File: config.mk
export PLATFORM = sky130hd
export DESIGN_NAME = ogdm_ram
export DESIGN_NICKNAME = d
export VERILOG_FILES = /design/src/rtl/ogdm_ram.sv
export SDC_FILE = /design/constraint.sdc
export NUM_CORES = 1
export LEC_CHECK = 0
export ABC_CLOCK_PERIOD_IN_PS = 1750
export BUFFER_PORTS_ARGS = -buffer_cell sky130_fd_sc_hd__buf_4
export CORE_AREA = 2 2 134 136
export DETAILED_ROUTE_END_ITERATION = 16
export DIE_AREA = 0 0 136 138
export HOLD_SLACK_MARGIN = 0.06
export PLACE_DENSITY = 0.56
export SETUP_SLACK_MARGIN = 0.1
export SYNTH_ARGS = -nofsm -noshare
export SYNTH_HDL_FRONTEND = slang
export SYNTH_SLANG_ARGS = --single-unit
File: constraint.sdc
create_clock -name clock -period 1.75 [get_ports clock]
set_clock_uncertainty 0.2 [all_clocks]
set_input_delay 0.0875 -clock clock [delete_from_list [all_inputs] [get_ports clock]]
set_output_delay 0.0875 -clock clock [all_outputs]
set_load 0.02 [all_outputs]
File: src/rtl/ogdm_ram.sv
// generic simple dual-port ram (one write port, one read port) with registered read
// no dependencies
`default_nettype none
module ogdm_ram #(
   parameter int WIDTH = 8,
   parameter int DEPTH = 16
) (
   input  wire logic                     clock,
   input  wire logic                     wr_en,
   input  wire logic [$clog2(DEPTH)-1:0] wr_addr,
   input  wire logic [WIDTH-1:0]         wr_data,
   input  wire logic [$clog2(DEPTH)-1:0] rd_addr,
   output logic      [WIDTH-1:0]         rd_data
);
   logic [WIDTH-1:0] mem [DEPTH];

   always_ff @(posedge clock) begin
      if (wr_en) begin
         mem[wr_addr] <= wr_data;
      end
      rd_data <= mem[rd_addr];
   end
endmodule
`default_nettype wire

==> flow_summary.yaml <==
synth:
  yosys.cell_types.count: 19
  synthDominantAreaCellType: "sky130_fd_sc_hd__edfxtp_1"
  synth_fp_nets: 247
  synthesis.instances: 229
  ys_ff_latch: 136
  mappedNetlistArea_mm2: 0.00515
  synth.yosys.warnings: 0
  avgSynthCellArea_um2: 22.5
  synthDominantCellAreaShare_pct: 74.7
  synth.area.top_cells: "sky130_fd_sc_hd__edfxtp_1 75%, sky130_fd_sc_hd__mux4_2 7.9%, sky130_fd_sc_hd__mux4_1 7.1%"
  synth_seq_area_share_pct: 77.8
cts:
  clk_root_buffer_cell: "sky130_fd_sc_hd__clkbuf_16"
  htreeDepth: 4
  worst_setup_hold_path_clk_slew_ns: 0.05
  clkSinkCount: 136
  tritoncts.num_buffers: 17
  tritoncts: "built"
  cts_max_path_buffers: 2
  clk_latency_ns: 0.41
setup_path:
  cp_max_fo: 1
  r2r-end: "rd_data[2]"
  end_kind: "register"
  worst_r2r_path_depth: 3
  startpoint_type: "register"
  worstPathArrival_ns: 1.67
  ff2ff_setup_slack_ns: 0.16
  critical_path_required_ns: 1.83
  worst-setup-path-type: "register to register"
  regToRegStartpoint: "mem[1][2]"
drt:
  initialDrtViolationCount: 133
  wire_length_after_detailed_routing_um: 10400
  drt_pre_antenna_iters: 4
  drt-wirelength-per-cell_um: 19.3
  route.antenna.remaining_nets: 0
  drcViolationCount: 0
  vias_per_cell: 4.63
  via_count: 2504
global_routing:
  grt_pass1_vias: 2633
  overall_global_routing_resource_usage_pct: 12.0
  overflow: 0
  grt_antenna_before_repair: 0
  grt_pass1_wl_um: 15900
  pin_count_of_the_biggest_net_entering_global_routing: 25
worst_hold_path:
  min_to: "rd_data[3]"
  hp-class: "input pin to register"
  hold_path_startpoint: "rd_addr[0]"
  timing.hold.worst_path_depth: 5
floorplan:
  top_level_ports: 26
  start_util_pct: 29.4
  floorplan.die_area_mm2: 0.0188
  die_h_um: 138
  floorplan.die.width_um: 136
  placeableCoreArea_mm2: 0.0175
  num_rows: 49
sta:
  finalSetupViolCount: 0
  clock.fmax_mhz: 627
  worst_pin_slew_ns: 0.414
  layout_worst_path_cycle_share_pct: 91.1
  setup_repair_after_global_routing_missed_its_margin: "true"
  fin_setup_tns_ns: 0
  hold_viol_final: 0
  period_needed_ns: 1.59
  timing_max_transition_violations_final: 0
  timing.slew.headroom_pct: 72.3
placed_design:
  finalWeightedCongestion: 0.710
  place.port_buffers: 25
  detailed_place_hpwl_um: 6910
  dpl.cell_count: 497
power:
  power_density_mw_per_mm2: 1140
  power.ir.vdd_worst_v: 0.000585
  cell_leakage_power_nw: 2.18
flow_run:
  drv_cap: 0
cells_and_area:
  layout-area-overhead-vs-synth_pct: 25.0
  drive_gt1_share_pct: 30.1
  antenna_cells: 0
  finalNonFillerCells: 541
  final_net_count: 317
  final.fill_count: 1644
outcome:
  status: "complete, no violations"
-- cell type report --
cell class	instances	area, µm²	area share [%]
clock buffers	28	497	7.72
repair buffers	61	538	8.36
flip-flops and latches	136	4000	62.2
multi-input cells	83	1070	16.6
well taps	229	287	4.45
clock inverters	4	43.8	0.680
-- cell usage after synthesis --
cell type,count
sky130_fd_sc_hd__mux4_1,14
sky130_fd_sc_hd__buf_4,1
sky130_fd_sc_hd__nand2b_1,2
sky130_fd_sc_hd__and2_1,1
sky130_fd_sc_hd__nand2_1,9
sky130_fd_sc_hd__nor3_1,4
sky130_fd_sc_hd__a22oi_1,16
sky130_fd_sc_hd__and2b_1,1
sky130_fd_sc_hd__buf_2,3
sky130_fd_sc_hd__nor2_1,13
sky130_fd_sc_hd__mux4_2,18
sky130_fd_sc_hd__dfxtp_1,8
sky130_fd_sc_hd__nand3_1,1
sky130_fd_sc_hd__edfxtp_1,128
sky130_fd_sc_hd__clkdlybuf4s25_2,3
sky130_fd_sc_hd__nor2b_1,1
sky130_fd_sc_hd__nand3b_1,2
sky130_fd_sc_hd__buf_6,3
sky130_fd_sc_hd__or3b_2,1
-- worst max-delay path, stage by stage, from the launching register on --
cell	delay (ns)
sky130_fd_sc_hd__edfxtp_1	0.35
sky130_fd_sc_hd__mux4_1	0.50
sky130_fd_sc_hd__a22oi_1	0.27
sky130_fd_sc_hd__nand2_1	0.14
-- layer usage --
metal | GRT usage [%] | vias up | wire (µm)
li1 | - | 1113 | -
met1 | 16.4 | 1317 | 4850
met2 | 17.9 | 57 | 5020
met3 | 3.70 | 17 | 391
met4 | 4.71 | 0 | 195
met5 | 0 | - | 0
-- layout by cell type, fill, tap and decap left out, drive strengths merged --
master and n:
and2b 1, nor2b 1, dlygate4sd3 12, nor3 4, or3b 1, edfxtp 128
clkinv 3, bufinv 1, a22oi 16, nand2b 2, nor2 13, nand3b 2
nand2 9, clkbuf 28, and2 1, nand3 1, buf 49, mux4 32
dfxtp 8
-- sequential cells by signal (all words and copies together) (netlist names) --
| register | count |
|---|---|
| mem | 128 |
| rd_data | 8 |
-- cell families after synthesis --
kind of cell / synth area share [%]
flops: 77.8
simple gates: 3.18
buf+inv: 1.68
mux: 15.0
compound gates: 2.33
-- through the flow --
stage / hold slack (ns) / area (µm²) / setup slack [ns] / total power [mW] / util (%)
after floorplan: -0.0136 / 5150 / 0.196 / 3.94 / -
after global placement: 0.189 / 5770 / 0.000331 / 4.14 / 32.9
after detailed placement: 0.209 / 5770 / 0.00153 / 4.15 / 32.9
after CTS: 0.115 / 6430 / 0.163 / 7.42 / 36.7
after global routing: 0.131 / 6440 / 0.0794 / 7.59 / 36.7
final: 0.127 / 6440 / 0.155 / 7.34 / 36.7
-- worst max-delay path by stage --
stage / from / to / cells after the start
floorplan: wr_addr[2] / mem[3][0] / 2
global placement: rd_addr[0] / rd_data[3] / 6
detailed placement: rd_addr[0] / rd_data[3] / 6
CTS: mem[1][2] / rd_data[2] / 3
global route: mem[1][2] / rd_data[2] / 3
finish: mem[1][2] / rd_data[2] / 3
-- where the power goes --
part / leakage [nW] / switching (mW) / internal [mW]
clock network: 0.264 / 1.19 / 2.06
logic: 0.689 / 0.223 / 0.198
registers: 1.22 / 0.0297 / 3.64
total: 2.18 / 1.44 / 5.90
-- repair_timing --
| action | in CTS | in global routing |
|---|---|---|
| endpoints found under the hold margin | 162 | 0 |
| gates resized for setup | 0 | 2 |
| buffers inserted | 0 | 0 |
| hold buffers | 12 | 0 |
| setup endpoints to repair | 0 | 3 |
Note: power is estimated with default switching activity, not from simulation.
