--- src/rtl/ogdm_pkg.sv ---
// shared types, constants and sizes for the online greedy deadline matcher
// no dependencies
`default_nettype none
package ogdm_pkg;
   localparam int NODE_COUNT_DEF = 64;
   localparam int WAIT_DEPTH_DEF = 16;
   localparam int COST_BITS_DEF  = 16;

   localparam logic [1:0] KIND_LOAD   = 2'd0;
   localparam logic [1:0] KIND_TASK   = 2'd1;
   localparam logic [1:0] KIND_WORKER = 2'd2;
   localparam logic [1:0] KIND_NONE   = 2'd3;

   typedef struct packed {
      logic [1:0]  kind;
      logic [5:0]  node_id;
      logic [31:0] arrival_time;
      logic [15:0] duration;
      logic [5:0]  other_id;
      logic [15:0] edge_cost;
      logic        edge_valid;
   } req_type;

   typedef struct packed {
      logic        matched;
      logic [5:0]  partner_id;
      logic [15:0] match_cost;
      logic [15:0] worst_cost;
      logic [5:0]  worst_task;
      logic [5:0]  worst_worker;
      logic        list_overflow;
   } rsp_type;

   // waiting list entry: id, arrival time, duration
   typedef struct packed {
      logic [5:0]  id;
      logic [31:0] arr;
      logic [15:0] dur;
   } entry_type;
endpackage
`default_nettype wire

--- src/rtl/ogdm_wait_list.sv ---
// one waiting list: ordered entries, compaction by index, append, read port
// depends on ogdm_pkg
`default_nettype none
module ogdm_wait_list #(
   parameter int WAIT_DEPTH = ogdm_pkg::WAIT_DEPTH_DEF
) (
   input  wire logic                          clock,
   input  wire logic                          reset,
   input  wire logic [$clog2(WAIT_DEPTH+1)-1:0] rd_idx,
   output ogdm_pkg::entry_type                rd_entry,
   // copy entry at rd_idx to wr_idx
   input  wire logic                          move_en,
   input  wire logic [$clog2(WAIT_DEPTH+1)-1:0] wr_idx,
   input  wire logic                          append_en,
   input  wire ogdm_pkg::entry_type           append_entry,
   input  wire logic                          count_load,
   input  wire logic [$clog2(WAIT_DEPTH+1)-1:0] count_value,
   output logic      [$clog2(WAIT_DEPTH+1)-1:0] count
);
   localparam int IW = (WAIT_DEPTH > 1) ? $clog2(WAIT_DEPTH) : 1;
   localparam int CW = $clog2(WAIT_DEPTH+1);

   ogdm_pkg::entry_type entry_ff [WAIT_DEPTH];
   logic [CW-1:0] count_ff, count_in;
   logic [IW-1:0] rd_sel, wr_sel, app_sel;

   assign rd_sel  = IW'(rd_idx);
   assign wr_sel  = IW'(wr_idx);
   assign app_sel = IW'(count_ff);
   assign rd_entry = entry_ff[rd_sel];
   assign count = count_ff;

   always_comb begin
      count_in = count_ff;
      if (count_load) begin
         count_in = count_value;
      end else if (append_en) begin
         count_in = count_ff + CW'(1);
      end
   end

   always_ff @(posedge clock) begin
      if (reset) begin
         count_ff <= '0;
      end else begin
         count_ff <= count_in;
      end
      if (move_en) begin
         entry_ff[wr_sel] <= entry_ff[rd_sel];
      end else if (append_en) begin
         entry_ff[app_sel] <= append_entry;
      end
   end
endmodule
`default_nettype wire

--- config.mk ---
export PLATFORM = sky130hd
export DESIGN_NAME = ogdm_wait_list
export DESIGN_NICKNAME = d
export VERILOG_FILES = /design/src/rtl/ogdm_pkg.sv /design/src/rtl/ogdm_wait_list.sv
export SDC_FILE = /design/constraint.sdc
export NUM_CORES = 1
export LEC_CHECK = 0
export ABC_AREA = 1
export BUFFER_PORTS_ARGS = -buffer_cell sky130_fd_sc_hd__clkbuf_2
export CORE_ASPECT_RATIO = 1.75
export CORE_MARGIN = 2
export CORE_UTILIZATION = 33
export DETAILED_ROUTE_END_ITERATION = 10
export GPL_TIMING_DRIVEN = 0
export PLACE_DENSITY_LB_ADDON = 0.08
export SYNTH_ARGS = -nofsm -noshare
export SYNTH_HDL_FRONTEND = slang
export SYNTH_SLANG_ARGS = --single-unit
--- constraint.sdc ---
create_clock -name clock -period 7.2 [get_ports clock]
set_input_delay 0 -clock clock [delete_from_list [all_inputs] [get_ports clock]]
set_output_delay 0 -clock clock [all_outputs]
set_load 0.02 [all_outputs]
==> reports/results.tsv, run 1 <==
stage	metric	value	unit
clocking	post_cts_resize_count	0	
synthesis	syn_inst	3727	
sta	slew_viol_final	0	
setup_path	critical_path_class	reg -> reg	
die	dieArea	118000	sq um
clocking	clockBufferDepth	3	
die	start_util	33.1	%
synthesis	yosysWarnings	0	
clocking	clk_pin_slew	70	ps
synthesis	synth_seq_area_share	68.3	%
sta	finalWorstSetupSlack	4380	ps
status	status	finished clean	
sta	relSlewSlack	9.07	%
placement	gp_congestion	0.794	
clocking	clock-sinks	869	
synthesis	synth_area	38100	sq um
route	avgRoutedWirePerCell	22.8	um
clocking	post-cts-setup-buffer-count	0	
synthesis	yosysUniqueCellTypes	25	
synthesis	synth_top_cell_by_area	edfxtp_1	
setup_path	cp-end-kind	flop	
final_layout	final_common_cell	nand2_1	
die	pin_count	133	
route	routed_via_density	4.63	
synthesis	synthArstFlopShare	0	%
sta	min_period_over_period	39.1	%
grt	grt_max_degree	27	
grt	globalRouteTotalUtil	21.5	%
route	ant_nets	0	
sta	finClkSkew	27.0	ps
route	drtPass1Iterations	6	
setup_path	cp.required	7590	ps
power_and_ir_drop	p_per_area	259	nW/um^2
sta	final-hold-violation-count	0	
clocking	cts_hold_buf	16	
final_layout	syn_to_final_growth	16.1	%
final_layout	layout_common_cells	1,315 x nand2_1, 864 x edfxtp_1, 661 x inv_1	
power_and_ir_drop	p_leak	19.0	nW
sta	period_minus_slack	2820	ps
placement	pre_cts_slack	3990	ps
route	drt-total-wl	127000	um
die	die_w	261	um
placement	hpwl	87100	um
sta	max_slew.worst_pin.slew	1360	ps
synthesis	synthTopCellsByArea	edfxtp_1 68%, nand2_1 13%, nand3_1 8.6%, inv_1 6.5%, buf_6 1.4%	
route	drc	0	
grt	first_global_vias	25300	
hold_path	hold_class	in -> reg	
placement	dp.cells	5389	
sta	fmaxAchievable	0.355	GHz
sta	rsz0062_at_grt	no	
setup_path	cp-start-kind	flop	
grt	grt_overflow	0	
clocking	cts_root_buf	clkbuf_16	
synthesis	synth-edff-count	864	
final_layout	drive_gt1_share	10.8	%
placement	port_buffers	126	
setup_path	worstPathMaxFanout	22	
die	core_area	115000	sq um
die	die_h	454	um
grt	grt_pass1_wl	179000	um
final_layout	nNetsFinal	4063	
clocking	cts_tree	yes	
clocking	htree_levels	3	
route	vias	25700	
setup_path	crit_arrival	3210	ps
synthesis	synth-seq-cells	869	
synthesis	avgSynthCellArea	10.2	sq um
final_layout	finalNonFillerCells	5557	
sta	setup_violations	0	
power_and_ir_drop	peakVddDrop	210	uV
die	rows	165	
synthesis	syn_nets	3802	
grt	antenna_found_initial	6	
route	drt_iter0_drc	1279	
flow_run	cap_violations	0	
synthesis	synth_top_area_share	68.0	%
clocking	clk_latency	700	ps
synthesis	ys.flop_type	edfxtp_1	
clocking	cts_made_buffers	84	
[worst paths after layout]
check / end / slack (ps) / start / cells after the start
worst max-delay path: entry_ff[4][30] / 4380 / count[2] / 6
worst min-delay path: entry_ff[10][5] / 50 / append_entry[5] / 3
worst max register to register: entry_ff[4][30] / 4380 / count[2] / 6
worst min register to register: count[4] / 1090 / count[4] / 3
[routing by layer]
metal / up-vias / global-route usage, % / wire (um)
li1: 12500 / - / -
met1: 12500 / 23.7 / 48100
met2: 515 / 41.7 / 70400
met3: 182 / 2.48 / 3950
met4: 0 / 7.75 / 4260
met5: - / 0 / 0
[report_power, final]
| group | switching (mW) | total [mW] | internal [mW] |
|---|---|---|---|
| logic | 0.884 | 1.16 | 0.274 |
| clock network | 2.02 | 4.46 | 2.44 |
| registers | 0.0281 | 5.86 | 5.83 |
| total | 2.94 | 11.5 | 8.54 |
[critical path, cell delays in order, from the launching register on]
cell     delay (ps)
dfxtp_1         430
inv_1            60
o21ai_0         310
nand3_1         410
nor2_4          780
buf_16          250
buf_12          210
[cell families (layout without fill, tap and decap cells)]
logic type               after synthesis  count (layout)  synth area share, %
adder cells (fa/ha/maj)                1               1               0.0328
buffers and inverters                853            1179                 9.70
other                                  0               1                    0
flip-flops                           869             869                 68.3
AO/OA/AOI/OAI                         10              10                0.144
AND/OR/NAND/NOR                     1991            1991                 21.8
XOR/XNOR                               3               3               0.0689
[cell type report]
class                           count  area, sq um
Clock inverter                     54          523
Fill cell                       11400        70900
Buffer                            188         1200
Inverter                          665         2500
Timing Repair Buffer              175         1470
Antenna cell                        1         2.50
Sequential cell                   869        26000
Clock buffer                       97         2150
Multi-Input combinational cell   2005         8510
Tap cell                         1503         1880
[flip-flops by register name, summed over array words and instances (netlist names)]
name / count
count: 5
entry_ff: 864
[synthesized netlist by cell type (2+ instances only)]
cell type and count:
dfxtp_1 5, nor2_1 18, o21ai_0 5, clkbuf_1 16, buf_4 4, buf_6 46
or2_2 2, nand3_1 655, inv_1 661, a31oi_1 2, nand2_1 1315, buf_1 30
buf_2 91, xnor2_1 2, inv_2 2, edfxtp_1 864
[per-stage QoR]
step / total power, mW / instance area [sq um] / setup TNS [ps] / hold slack, ps / util, %
2_1_floorplan: 6.59 / 38100 / 0 / 69.4 / -
3_3_place_gp: 7.13 / 40700 / -58270 / 216 / 35.3
3_5_place_dp: 7.15 / 41500 / 0 / 217 / 36.0
4_1_cts: 11.6 / 44300 / 0 / 11.1 / 38.4
5_1_grt: 11.9 / 44300 / 0 / 81.8 / 38.4
6_report: 11.5 / 44300 / 0 / 51.4 / 38.4
No activity file was read; power rests on OpenSTA's default activity.
==> inputs of run 2 (changes only) <==
Clock period 7.2 ns to 2.9 ns, I/O delays scaled along.
==> run 2 against run 1 <==
  * Flip-flop and latch count stayed put
  * Combinational power is 150% higher
  * Final cell count hardly changed
  * Worst setup slack worse by 4300 ps
  * Clock skew hardly changed
  * Global-route usage stayed put
  * Die area stayed put
  * Critical path depth stayed put
  * Maximum frequency is 1.8% higher
  * Sequential power is 150% higher
  * Critical path type unchanged
  * Critical endpoint is now entry_ff[5][28]
  * Highest routed layer unchanged
==> reports/results.tsv, run 2 (synthesized netlist as in run 1, its figures left out) <==
stage	metric	value	unit
die	dieArea	118000	sq um
route	drc	0	
grt	globalRouteTotalUtil	21.5	%
route	vias	25800	
hold_path	hold_class	in -> reg	
route	drtPass1Iterations	5	
status	status	finished clean	
final_layout	seq_area	26000	sq um
die	die_h	454	um
flow_run	cap_violations	0	
grt	grt_pass1_wl	179000	um
clocking	clk_pin_slew	70	ps
sta	rsz0062_at_grt	no	
sta	slew_viol_final	0	
grt	grt_overflow	0	
die	core_area	115000	sq um
route	routed_via_density	4.64	
sta	fmaxAchievable	0.361	GHz
setup_path	crit_arrival	3160	ps
sta	final-hold-violation-count	0	
route	drt_iter0_drc	1325	
placement	port_buffers	126	
power_and_ir_drop	peakVddDrop	521	uV
die	rows	165	
clocking	cts_root_buf	clkbuf_16	
final_layout	fin_area	44300	sq um
die	pin_count	133	
route	ant_nets	0	
setup_path	cp-end-kind	flop	
final_layout	largest_reg_flops	864	
final_layout	syn_to_final_growth	16.2	%
power_and_ir_drop	p_leak	19.0	nW
clocking	post_cts_resize_count	0	
die	die_w	261	um
grt	antenna_found_initial	6	
sta	finClkSkew	27.1	ps
final_layout	layout_common_cells	1,315 x nand2_1, 864 x edfxtp_1, 661 x inv_1	
final_layout	final_common_cell	nand2_1	
sta	max_slew.worst_pin.slew	1340	ps
final_layout	fin_util	38.5	%
clocking	htree_levels	3	
final_layout	nNetsFinal	4065	
final_layout	multiInputGateArea	8510	sq um
die	start_util	33.1	%
setup_path	worstPathMaxFanout	21	
clocking	clock-sinks	869	
clocking	cts_made_buffers	84	
final_layout	nFillCells	11400	
route	avgRoutedWirePerCell	22.8	um
setup_path	critical_path_class	reg -> reg	
setup_path	cp-start-kind	flop	
grt	grt_max_degree	27	
placement	place_area	41500	sq um
clocking	clk_latency	700	ps
sta	period_minus_slack	2770	ps
final_layout	drive_gt1_share	10.9	%
sta	min_period_over_period	95.4	%
placement	dp.cells	5389	
final_layout	finalNonFillerCells	5560	
clocking	clockBufferDepth	3	
power_and_ir_drop	p_per_area	643	nW/um^2
placement	gp_congestion	0.794	
route	drt-total-wl	127000	um
sta	setup_violations	0	
setup_path	cp.required	3290	ps
placement	hpwl	87100	um
grt	first_global_vias	25300	
sta	timing.hold.ws	49.4	ps
clocking	cts_tree	yes	
final_layout	max_flop_register	entry_ff	
sta	relSlewSlack	10.6	%
-- run 2: critical path: stages, from the launching register on --
cell     delay (ps)
dfxtp_1         430
inv_1            60
o21ai_0         310
nand3_1         420
nor2_4          710
buf_12          280
buf_12          200
-- run 2: report_power, final --
group          switching [mW]  internal, mW  total [mW]
Sequential             0.0699          14.5        14.5
Clock                    5.03          6.06        11.1
Combinational            2.20         0.680        2.88
Total                    7.30          21.2        28.5
-- run 2: layer usage --
layer | vias up | GRT usage (%) | routed length, um
met5 | - | 0 | 0
met4 | 0 | 7.75 | 4320
met2 | 540 | 41.7 | 70400
met3 | 189 | 2.48 | 4620
met1 | 12500 | 23.7 | 47700
li1 | 12500 | - | -
-- run 2: stage by stage --
step	setup WS (ps)	power, mW	setup TNS (ps)
after floorplan	-830	16.4	-689430
after global placement	-4630	17.7	-3697600
after detailed placement	-309	17.8	-73930
after CTS	65.8	28.8	0
after global routing	6.53	29.4	0
final	133	28.5	0
-- run 2: final timing paths --
path	start	slack [ps]	endpoint	depth (start not counted)
setup / recovery	count[2]	130	entry_ff[5][28]	6
hold / removal	append_entry[35]	50	entry_ff[0][35]	3
setup reg to reg	count[2]	130	entry_ff[5][28]	6
hold reg to reg	count[4]	1090	count[4]	3
-- run 2: repair_timing --
action	in CTS	in global routing
hold buffers	16	0
endpoints found under the hold margin	31	0
endpoints found under the setup margin	0	24
buffers inserted	0	2
-- run 2: layout make-up --
type | count | share of cell area (%)
Antenna cell | 2 | 0.0113
Tap cell | 1503 | 4.24
Clock buffer | 97 | 4.85
Clock inverter | 54 | 1.18
Sequential cell | 869 | 58.8
Buffer | 188 | 2.70
Inverter | 665 | 5.65
Multi-Input combinational cell | 2005 | 19.2
Timing Repair Buffer | 177 | 3.36
